### src/hdl/tkcr_pkg.sv
// Shared types and constants for the TDI knee count and radiance block.
// Used by every module under tdi_knee_count_radiance; depends on nothing.
package tkcr_pkg;

	localparam int DET_N      = 4;
	localparam int OFF_W      = 10;
	localparam int GAIN_W     = 24;
	localparam int RAD_W      = 34;
	localparam int COUNT_W    = 18;
	localparam int KNEE_W     = 3;
	localparam int TERM_SHIFT = 6;
	localparam int Q_W        = 16;
	localparam int DIVD_W     = RAD_W + TERM_SHIFT;
	localparam int LANE_N     = DET_N - 1;
	localparam int QUEUE_DEPTH = 4;
	localparam int QPTR_W     = 2;

	localparam logic [OFF_W-1:0]  SAT_FULL  = 10'd1023;
	localparam logic [Q_W-1:0]    Q_SAT     = 16'd65472;
	localparam logic [KNEE_W-1:0] KNEE_LAST = 3'd4;

	typedef struct packed {
		logic [DET_N-1:0][OFF_W-1:0]  sat;
		logic [DET_N-1:0][RAD_W-1:0]  rad;
		logic [DET_N-1:0][GAIN_W-1:0] gain;
	} tkcr_entry_t;

	typedef struct packed {
		logic valid;
		logic pop;
	} tkcr_qctl_t;

	typedef struct packed {
		logic [KNEE_W-1:0]  knee;
		logic               last;
		logic [RAD_W-1:0]   rad;
		logic [COUNT_W-1:0] ssum;
		logic [LANE_N-1:0]  act;
		logic [LANE_N-1:0]  zero;
	} tkcr_meta_t;

endpackage

### src/hdl/tkcr_queue.sv
// Short register queue of sorted items between front and back end.
// Depends on tkcr_pkg.
module tkcr_queue (
	input  logic                  clk,
	input  logic                  arst_n,
	input  logic                  wr,
	input  tkcr_pkg::tkcr_entry_t wdata,
	output logic                  full,
	output tkcr_pkg::tkcr_qctl_t  ctl_o,
	input  logic                  pop,
	output tkcr_pkg::tkcr_entry_t rdata
);
	import tkcr_pkg::*;

	tkcr_entry_t          mem_q [QUEUE_DEPTH];
	logic [QPTR_W-1:0]    wptr_q, rptr_q;
	logic [QPTR_W:0]      cnt_q;

	assign full        = (cnt_q == (QPTR_W+1)'(QUEUE_DEPTH));
	assign ctl_o.valid = (cnt_q != '0);
	assign ctl_o.pop   = pop;
	assign rdata       = mem_q[rptr_q];

	always_ff @(posedge clk or negedge arst_n) begin
		if (!arst_n) begin
			wptr_q <= '0;
			rptr_q <= '0;
			cnt_q  <= '0;
		end else begin
			if (wr)
				wptr_q <= wptr_q + 1'b1;
			if (pop)
				rptr_q <= rptr_q + 1'b1;
			if (wr && !pop)
				cnt_q <= cnt_q + 1'b1;
			else if (pop && !wr)
				cnt_q <= cnt_q - 1'b1;
		end
	end

	always_ff @(posedge clk) begin
		if (wr)
			mem_q[wptr_q] <= wdata;
	end

endmodule

### config.mk
export PLATFORM = sky130hd
export DESIGN_NAME = tkcr_queue
export DESIGN_NICKNAME = d
export VERILOG_FILES = /design/src/hdl/tkcr_pkg.sv /design/src/hdl/tkcr_queue.sv
export SDC_FILE = /design/constraint.sdc
export NUM_CORES = 1
export LEC_CHECK = 0
export BUFFER_PORTS_ARGS = -buffer_cell sky130_fd_sc_hd__buf_4
export CAP_MARGIN = 40
export CORE_ASPECT_RATIO = 0.6
export CORE_MARGIN = 4
export CORE_UTILIZATION = 45
export DETAILED_ROUTE_END_ITERATION = 7
export GPL_ROUTABILITY_DRIVEN = 0
export GPL_TIMING_DRIVEN = 0
export HOLD_SLACK_MARGIN = 0.05
export PLACE_DENSITY = 0.7
export SLEW_MARGIN = 20
export SYNTH_ARGS = -nofsm -noshare
export SYNTH_HDL_FRONTEND = slang
export SYNTH_SLANG_ARGS = --single-unit
export TNS_END_PERCENT = 1
### constraint.sdc
create_clock -name clk -period 9.6 [get_ports clk]
set_input_delay 0.96 -clock clk [delete_from_list [all_inputs] [get_ports clk]]
set_output_delay 0.96 -clock clk [all_outputs]
set_load 0.02 [all_outputs]
==> results_dict.tcl <==
set metrics [dict create \
    p_sw_mw 4.99 \
    gr-total-overflow 0 \
    p_per_area_nw_per_um2 323 \
    synthDominantCellAreaShare_pct 81.9 \
    pwr-share-comb_pct 35.9 \
    pwr-share-seq_pct 40.2 \
    post_cts_buffers 0 \
    setup_violations 0 \
    drt-pass1-iter-count 5 \
    swShare_pct 31.3 \
    clock_sinks 1095 \
    use_met1_pct 23.8 \
    die-area_um2 93600 \
    period_needed_ps 3610 \
    p_clk_share_pct 23.8 \
    syn_inst 1456 \
    vias 17890 \
    async_reset_ff_share_pct 0.639 \
    synth-edff-count 1088 \
    via_per_inst 5.29 \
    drt_iter0_drc 1128 \
    grt_busiest_layer "met2" \
    drive_gt1_share_pct 47.7 \
    gr-usage-met2_pct 28.3 \
    worst_slew_pin_slew_ps 781 \
    grtUsageMet3_pct 6.10 \
    syn_nets 1738 \
    fmax_mhz 277 \
    p_leak_nw 16.7 \
    crit_arrival_ps 2650 \
    grt_pass1_wl_um 123000 \
    r2r-end "mem_q[2][95]" \
    root_buffer "clkbuf_16" \
    timing.max_cap.violations 0 \
    hold_start "cnt_q[2]" \
    netlist-cell-type-count 20 \
    htree_levels 3 \
    row_count 84 \
    routed_wl_um 82800 \
    clk_path_buf_depth 3 \
    cts-resized-gates 0 \
    hold_buffers 1 \
    worst_ep_required_time_ps 8640 \
    synthToLayoutAreaGrowth_pct 23.5 \
    antenna_left 0 \
    vdd_drop_max_mv 0.203 \
    synth_common_cells "edfxtp_1 (1,088), mux4_2 (272), buf_2 (27)" \
    ys_seq_elements 1095 \
    ys_seq_area_share_pct 82.4 \
    hold_path_class "reg -> reg" \
    start_kind "flip-flop" \
    fp.coreArea_um2 87800 \
    r2r_setup_slack_ps 7200 \
    final_hold_viol_count 0 \
    pin_count 551 \
    synth_flop_cell "edfxtp_1" \
    setup_ws_ps 5990 \
    yosysMostFrequentCell "edfxtp_1" \
    rr_worst_depth 6 \
    antenna_found_initial 8 \
    rsz0062_at_grt "false" \
    die_y_um 239 \
    cp_max_fo 10 \
    fp.dieW_um 392 \
    avgSynthCellArea_um2 27.4 \
    instances_no_fill 3379 \
    drt_drc_violations_left 0 \
    clkLatencyLatePin_ps 670 \
    cts-buffers-inserted 98 \
    portBuffers 550 \
    p_int_mw 10.9 \
    netlist_area_um2 39900 \
    hold_path_depth 1 \
    final_nets 2418 \
    slew_viol_final 0 \
    yosysWarningCount 0 \
    grt_use_total_pct 17.7 \
    grt_max_degree 48 \
    wl_per_cell_um 24.5 \
    start_util_pct 45.4 \
    fin_worst_skew_ps 20.2 \
    synth_top_cells_by_area "edfxtp_1 (82%), mux4_2 (15%), buf_12 (1.1%), dfrtp_1 (0.44%), buf_2 (0.34%)" \
    hold_path_end "cnt_q[2]" \
    critPathKind "reg -> out" \
    clkTransAtPathRegs_ps 60 \
    synth_top_cell_by_area "edfxtp_1" \
    r2r-start "wptr_q[0]" \
    status "finished, final reports clean" \
    place_inst 3196 \
    dp_hpwl_um 56100 \
    slew_headroom_pct 47.9 \
    grt_pass1_vias 18813 \
    cp-end-kind "output port" \
    p_total_mw 15.9 \
    dp_slack_ps 6590 \
    cts_tree "yes" \
    fin_util_pct 56.1 \
    period_share_pct 37.6 \
]
-- sequential cells by signal, summed over array words and instances, names as in the netlist --
register and cells:
mem_q 1088, rptr_q 2, wptr_q 2, cnt_q 3
-- worst max-delay path by stage --
stage	startpoint	endpoint	cells after the start
finish	rptr_q[1]	rdata[226]	4
global route	rptr_q[1]	rdata[226]	4
CTS	rptr_q[1]	rdata[226]	4
detailed placement	rptr_q[1]	rdata[226]	4
global placement	wr	mem_q[1][131]	2
floorplan	wr	mem_q[1][0]	1
-- critical path, cell delays in order (launching register included) --
cell and delay (ps):
dfrtp_1 400, clkbuf_1 600, buf_2 400, mux4_2 400, buf_4 180
-- area by class of cell --
class	count	area, µm²
tap	1161	1450
timing repair buffer	580	4810
buffer	62	692
inverter	4	15.0
clock inverter	67	601
clock buffer	112	2500
fill	6306	38500
multi-input combinational	295	6340
sequential	1095	32800
antenna	3	7.51
-- cells in the final DEF, fill, tap and decap left out, types with 2 or more instances in the layout --
master      count
and2_4          4
buf_4         552
ha_1            5
clkinv_4        2
edfxtp_1     1088
nand2_1         2
clkinv_2       19
diode_2         3
buf_16         14
buf_12         35
clkbuf_1       17
clkbuf_16      98
buf_2          27
mux4_2        272
xor2_1          4
xnor2_1         2
bufinv_16       8
inv_16          3
inv_1           4
inv_6           2
clkinvlp_4      7
dfrtp_1         7
buf_6           9
clkinv_1       24
-- kinds of logic (layout without fill, tap and decap cells) --
| group | after synthesis | count (layout) | share of synthesized area, % |
|---|---|---|---|
| AOI/OAI and AO/OA | 1 | 1 | 0.0125 |
| xor gates and xnor gates | 6 | 6 | 0.132 |
| adders and majority gates | 6 | 6 | 0.207 |
| buffers and inverters | 66 | 825 | 1.77 |
| DFF | 1095 | 1095 | 82.4 |
| muxes | 273 | 273 | 15.4 |
| other | 0 | 3 | 0 |
| and+or+nand+nor | 9 | 9 | 0.125 |
-- power by group through the flow --
stage               sequential, mW  clock, mW  combinational, mW
floorplan                     6.73          0               3.47
global placement              6.99          0               5.61
detailed placement            6.51          0               5.84
CTS                           6.41       3.89               5.86
global route                  6.47       4.11               6.07
finish                        6.40       3.79               5.72
-- layer usage --
metal  up-vias  routed length (µm)
met5         -                  58
met4         8                1470
met3       115                7360
met2       526               40800
met1      9505               33200
li1       7736                   -
-- stage by stage --
step / instance area, µm² / TNS [ps] / hold WS, ps
2_1_floorplan: 39900 / 0 / 449
3_3_place_gp: 45500 / -3527140 / 471
3_5_place_dp: 46100 / 0 / 474
4_1_cts: 49300 / 0 / 412
5_1_grt: 49300 / 0 / 432
6_report: 49300 / 0 / 482
Power figures use the tool's default switching activity.
