### config.mk
export PLATFORM = sky130hd
export DESIGN_NAME = tkcr_front
export DESIGN_NICKNAME = d
export VERILOG_FILES = /design/src/hdl/tkcr_pkg.sv /design/src/hdl/tkcr_front.sv
export SDC_FILE = /design/constraint.sdc
export NUM_CORES = 2
export LEC_CHECK = 0
export ABC_AREA = 1
export BUFFER_PORTS_ARGS = -buffer_cell sky130_fd_sc_hd__buf_2
export CAP_MARGIN = 20
export CELL_PAD_IN_SITES_DETAIL_PLACEMENT = 1
export CELL_PAD_IN_SITES_GLOBAL_PLACEMENT = 1
export CORE_AREA = 2 2 471 333
export DETAILED_ROUTE_END_ITERATION = 12
export DIE_AREA = 0 0 473 335
export PLACE_DENSITY_LB_ADDON = 0.1
export SYNTH_ARGS = -nofsm -noshare
export SYNTH_HDL_FRONTEND = slang
export SYNTH_SLANG_ARGS = --single-unit
### constraint.sdc
create_clock -name clk -period 45.2 [get_ports clk]
set_clock_uncertainty 0.2 [all_clocks]
set_input_delay 2.26 -clock clk [delete_from_list [all_inputs] [get_ports clk]]
set_output_delay 2.26 -clock clk [all_outputs]
set_load 0.05 [all_outputs]
### src/hdl/tkcr_pkg.sv
// Shared types and constants for the TDI knee count and radiance block.
// Used by every module under tdi_knee_count_radiance; depends on nothing.
package tkcr_pkg;

	localparam int DET_N      = 4;
	localparam int OFF_W      = 10;
	localparam int GAIN_W     = 24;
	localparam int RAD_W      = 34;
	localparam int COUNT_W    = 18;
	localparam int KNEE_W     = 3;
	localparam int TERM_SHIFT = 6;
	localparam int Q_W        = 16;
	localparam int DIVD_W     = RAD_W + TERM_SHIFT;
	localparam int LANE_N     = DET_N - 1;
	localparam int QUEUE_DEPTH = 4;
	localparam int QPTR_W     = 2;

	localparam logic [OFF_W-1:0]  SAT_FULL  = 10'd1023;
	localparam logic [Q_W-1:0]    Q_SAT     = 16'd65472;
	localparam logic [KNEE_W-1:0] KNEE_LAST = 3'd4;

	typedef struct packed {
		logic [DET_N-1:0][OFF_W-1:0]  sat;
		logic [DET_N-1:0][RAD_W-1:0]  rad;
		logic [DET_N-1:0][GAIN_W-1:0] gain;
	} tkcr_entry_t;

	typedef struct packed {
		logic valid;
		logic pop;
	} tkcr_qctl_t;

	typedef struct packed {
		logic [KNEE_W-1:0]  knee;
		logic               last;
		logic [RAD_W-1:0]   rad;
		logic [COUNT_W-1:0] ssum;
		logic [LANE_N-1:0]  act;
		logic [LANE_N-1:0]  zero;
	} tkcr_meta_t;

endpackage

### src/hdl/tkcr_front.sv
// Front end: accepts input transfers, forms saturation counts and radiances,
// and sorts the detectors by radiance. Depends on tkcr_pkg.
module tkcr_front (
	input  logic                 clk,
	input  logic                 arst_n,
	input  logic                 s_tvalid,
	output logic                 s_tready,
	input  logic [135:0]         s_tdata,
	input  logic                 q_full,
	output logic                 q_wr,
	output tkcr_pkg::tkcr_entry_t q_wdata
);
	import tkcr_pkg::*;

	logic                  vld_s1;
	logic [OFF_W-1:0]      sat_s1  [DET_N];
	logic [GAIN_W-1:0]     gain_s1 [DET_N];
	logic [RAD_W-1:0]      rad_s1  [DET_N];
	logic [1:0]            rank    [DET_N];
	logic                  take;

	assign s_tready = !vld_s1 || !q_full;
	assign take     = s_tvalid && s_tready;
	assign q_wr     = vld_s1 && !q_full;

	always_ff @(posedge clk or negedge arst_n) begin
		if (!arst_n) begin
			vld_s1 <= 1'b0;
		end else if (s_tready) begin
			vld_s1 <= s_tvalid;
		end
	end

	always_ff @(posedge clk) begin
		if (take) begin
			for (int i = 0; i < DET_N; i++) begin
				sat_s1[i]  <= SAT_FULL - s_tdata[i*OFF_W +: OFF_W];
				gain_s1[i] <= s_tdata[DET_N*OFF_W + i*GAIN_W +: GAIN_W];
				rad_s1[i]  <= RAD_W'(SAT_FULL - s_tdata[i*OFF_W +: OFF_W])
					* RAD_W'(s_tdata[DET_N*OFF_W + i*GAIN_W +: GAIN_W]);
			end
		end
	end

	always_comb begin
		q_wdata = '0;
		for (int i = 0; i < DET_N; i++) begin
			rank[i] = 2'd0;
			for (int j = 0; j < DET_N; j++) begin
				if (j != i && (rad_s1[j] < rad_s1[i] || (rad_s1[j] == rad_s1[i] && j < i)))
					rank[i] = rank[i] + 2'd1;
			end
		end
		for (int p = 0; p < DET_N; p++) begin
			for (int i = 0; i < DET_N; i++) begin
				if (rank[i] == 2'(p)) begin
					q_wdata.sat[p]  = sat_s1[i];
					q_wdata.rad[p]  = rad_s1[i];
					q_wdata.gain[p] = gain_s1[i];
				end
			end
		end
	end

endmodule

==> parameters.txt <==
Parameter                              Value

Outcome
  Result of the run ... complete, no violations

Placed design
  Gpl congestion ... roughly 0.99
  Area after DPL ... 0.0628 mm^2
  Count of buffers from port buffering ... 413
  Post-DP HPWL ... between 200000 and 250000 um

Floorplanning
  Boundary Pins ... 414
  Number of placement rows ... 121
  Die X-Extent ... 473 um
  Overall die area ... 0.158 mm^2
  Die Span Y ... 335 um
  Core ar. ... around 0.15 mm^2
  Initial core utilization ... 0.387

Timing
  Headroom to the max-slew limit ... 0.211
  RSZ-0062 raised after global routing ... false
  Final period demand of the worst path ... 10.16 ns
  Final setup TNS ... 0 ns
  Final worst path period share ... 0.225
  Max Fclk ... between 0.09 and 0.1 GHz
  Actual transition at the worst max-transition pin ... 1.18 ns
  Final hold violations ... 0
  Final setup violation count ... 0
  Number of slew-limit violations in the final report ... 0

GRT
  Pin count of the biggest net entering global routing ... 183
  Total grt overflow ... 0
  Combined global-route utilization of all metal layers ... 0.366
  Global-route wire length before repair ... 428000 um
  Initial antenna violation count ... 12
  Vias in the first global route ... about 62000

Routing
  Mean routed wirelength per cell ... 26.8 um
  Overall via count from detail_route ... 59800
  Antenna violation net count after detailed routing ... 0
  DRC ... 0
  Uppermost layer routed ... met5
  Pre-Repair DR Iteration Count ... 6
  Final routed wirelength across all metal layers ... about 290000 um
  M1 WL ... 134000 um
  Drt initial violations ... 6093
  Detail Route met2 WL ... 120000 um
  Via density ... between 5 and 6
  Metal3 WL ... approximately 26000 um

Synthesis
  Ys async rst share ... 0.00366
  Largest family of logic cells by synthesized area ... adder cells
  Synth Area in Adders ... 0.354
  Synth warn ... 0
  Share of the yosys chip area belonging to registers ... 0.137
  Average size of a mapped cell ... between 6 and 7 um^2
  #FFs+latches synth ... 273
  Prevailing post-synth register cell ... edfxtp_1
  Post-synthesis compound-gate area fraction ... 0.0614
  Xor and xnor fraction of the mapped netlist area ... 0.0175
  Multiplexer share of the synthesized area ... 0
  Number of synthesized flops with an enable pin ... approximately 270
  Post-Synth Simple-Gate Area ... 0.276
  Post-Syn Area ... 0.0597 mm^2
  Yosys cell types ... 50
  Post-Synthesis Net Count ... 10100
  Cells after synthesis ... 8735

Layout
  Final instance area ... 0.0641 mm^2
  Relative area change from synthesis to final layout ... 7.39%
  Fill cell instance count of the final layout ... 20100
  Seq. cell area ... 0.00819 mm^2
  Footprint of the multi-input gates ... ~0.042 mm^2
  Final #Nets ... just over 10000
  Fraction of final layout cells sized beyond drive strength 1 ... 0.0681

CTS
  Number of buffers inserted during clock tree synthesis ... 39
  H-Tree Level Count ... 2
  Number of buffers added for setup after CTS ... 0
  Post-CTS Hold Buffers ... 0
  Longest Clk Path Bufs ... 3
  CTS Root Buffer Type ... clkbuf_16
  Clock latency on the worst-skew pair ... 0.65 ns
  CTS tree ... yes
  Clock Pin Slew Worst Setup and Hold Paths ... 0.07 ns
  # resized after CTS ... 0
  Clock tree sinks ... between 200 and 300

Worst setup path
  Family with the most delay on the worst path ... buffers and inverters
  Reg-to-reg critical path startpoint ... vld_s1$_DFFE_PN0N_
  Critical-path cell with the highest stage delay ... buf_4
  Element type at the critical path start ... flop
  Number of cells on the worst reg-to-reg path ... 5
  Most frequent cell on the critical path ... nand2_1
  Max FO, Critical Path ... 84
  CP endpoint kind ... primary output
  Critical path start-end classification ... reg -> out
  Delay contributed by the slowest stage of the critical path ... slightly below 0.9 ns
  Required arrival time at the worst endpoint ... 42.74 ns
  Worst R2R Setup Slack ... slightly above 40 ns
  Worst reg2reg path endpoint ... gain_s1[3][20]$_DFFE_PP_
  Arrival time of data at the critical path endpoint ... around 7.7 ns
  WP buf/inv ... 7

Min path
  HP Class ... reg -> reg
  Capture endpoint of the worst hold path ... vld_s1$_DFFE_PN0N_
  Startpoint of the tightest hold check path ... vld_s1$_DFFE_PN0N_
  Worst hold path stage count ... 2

Run
  Max-Cap Viols ... 0
## placed cells by master, fill, tap and decap left out, drive strengths merged, types with 2 or more instances in the layout
master / count
xnor2: 34
and3: 3
o221ai: 5
a31oi: 12
diode: 3
a211oi: 4
nand2: 2758
o21ai: 81
inv: 1924
xor2: 85
a21boi: 10
o221a: 4
clkbuf: 42
a21oi: 502
buf: 464
nor4: 10
nor2: 640
ha: 568
nand3: 613
a21o: 19
o211ai: 8
fa: 700
clkinvlp: 7
nand4: 38
o2111ai: 2
nor3: 27
o21a: 15
edfxtp: 272
clkinv: 19
o21bai: 11
o31ai: 5
## logic make-up (layout without fill, tap and decap cells)
group	count (synthesis)	count (layout)
AND/OR/NAND/NOR	4093	4093
other	0	3
buffers and inverters	2302	2457
flip-flops	273	273
XOR/XNOR	119	119
adder cells (fa/ha/maj)	1268	1268
AO/OA/AOI/OAI	680	680
## tightest hold or removal path: cells and delay by family, from the launching register on
kind,cells,cell delay (ns)
DFF,1,0.41
and+or+nand+nor,2,0.15
## layer usage
layer  global-route usage  vias to the layer above
met2                0.533                     2757
met5                    0                        -
li1                     -                    26600
met3               0.0707                      431
met1                0.534                    30000
met4                0.139                        4
## state kept, by name, summed over array words and instances, names as in the netlist
register,cells
rad_s1,136
gain_s1,96
sat_s1,40
vld_s1,1
## area by class of cell
class	count	area share
multi-input combinational	6160	0.661
sequential	273	0.128
inverter	1922	0.113
tap	2029	0.0396
timing repair buffer	465	0.0392
clock buffer	41	0.0157
clock inverter	29	0.00338
antenna	3	0.000117
## cell usage after synthesis (2+ instances only)
library cell | number | area share
a211oi_1 | 4 | 0.00050
ha_1 | 568 | 0.12
buf_4 | 41 | 0.0052
inv_2 | 36 | 0.0023
a21boi_0 | 10 | 0.0013
buf_2 | 179 | 0.015
xnor2_1 | 34 | 0.0050
o21a_1 | 15 | 0.0019
nor3_1 | 25 | 0.0021
o221a_2 | 4 | 0.00075
o21ai_0 | 80 | 0.0067
inv_1 | 1886 | 0.12
fa_1 | 700 | 0.23
buf_1 | 12 | 0.00075
xor2_1 | 85 | 0.012
nand3_2 | 2 | 0.00034
nor2_4 | 5 | 0.00094
edfxtp_1 | 272 | 0.14
o221ai_1 | 5 | 0.00073
o31ai_1 | 5 | 0.00063
a31oi_1 | 12 | 0.0013
o211ai_1 | 8 | 0.0010
buf_6 | 23 | 0.0043
nand3_1 | 611 | 0.051
o2111ai_1 | 2 | 0.00029
a21oi_1 | 501 | 0.042
nor2_1 | 633 | 0.040
nor2_2 | 2 | 0.00021
nand2_4 | 2 | 0.00038
o21bai_1 | 11 | 0.0014
and3_1 | 3 | 0.00031
a21o_1 | 19 | 0.0024
clkbuf_1 | 125 | 0.0079
nand4_1 | 36 | 0.0038
nor4_1 | 10 | 0.0010
nand2_2 | 14 | 0.0015
nand2_1 | 2742 | 0.17
## how the worst max path moves through the flow
stage                      startpoint                       to  depth (start not counted)
3_5_place_dp   rad_s1[1][5]$_DFFE_PP_              q_wdata[91]                         25
4_1_cts        rad_s1[1][5]$_DFFE_PP_              q_wdata[91]                         25
3_3_place_gp   rad_s1[1][5]$_DFFE_PP_              q_wdata[92]                         25
5_1_grt        rad_s1[1][5]$_DFFE_PP_              q_wdata[82]                         25
2_1_floorplan                s_tvalid  gain_s1[0][0]$_DFFE_PP_                          2
6_report       rad_s1[1][5]$_DFFE_PP_              q_wdata[82]                         25
## stage by stage
stage / cells / setup slack [ns] / hold slack (ns) / util
after floorplan: 8735 / 28.66 / 0.608 / -
after global placement: 10800 / 36.05 / 0.357 / 0.407
after detailed placement: 10800 / 35.95 / 0.365 / 0.407
after CTS: 10900 / 35.26 / 0.379 / 0.415
after global routing: 10900 / 34.69 / 0.439 / 0.416
final: 10900 / 35.04 / 0.387 / 0.416
Power is not shown: default switching activity piles up to over one toggle a cycle in this logic, so the estimate is an artifact.
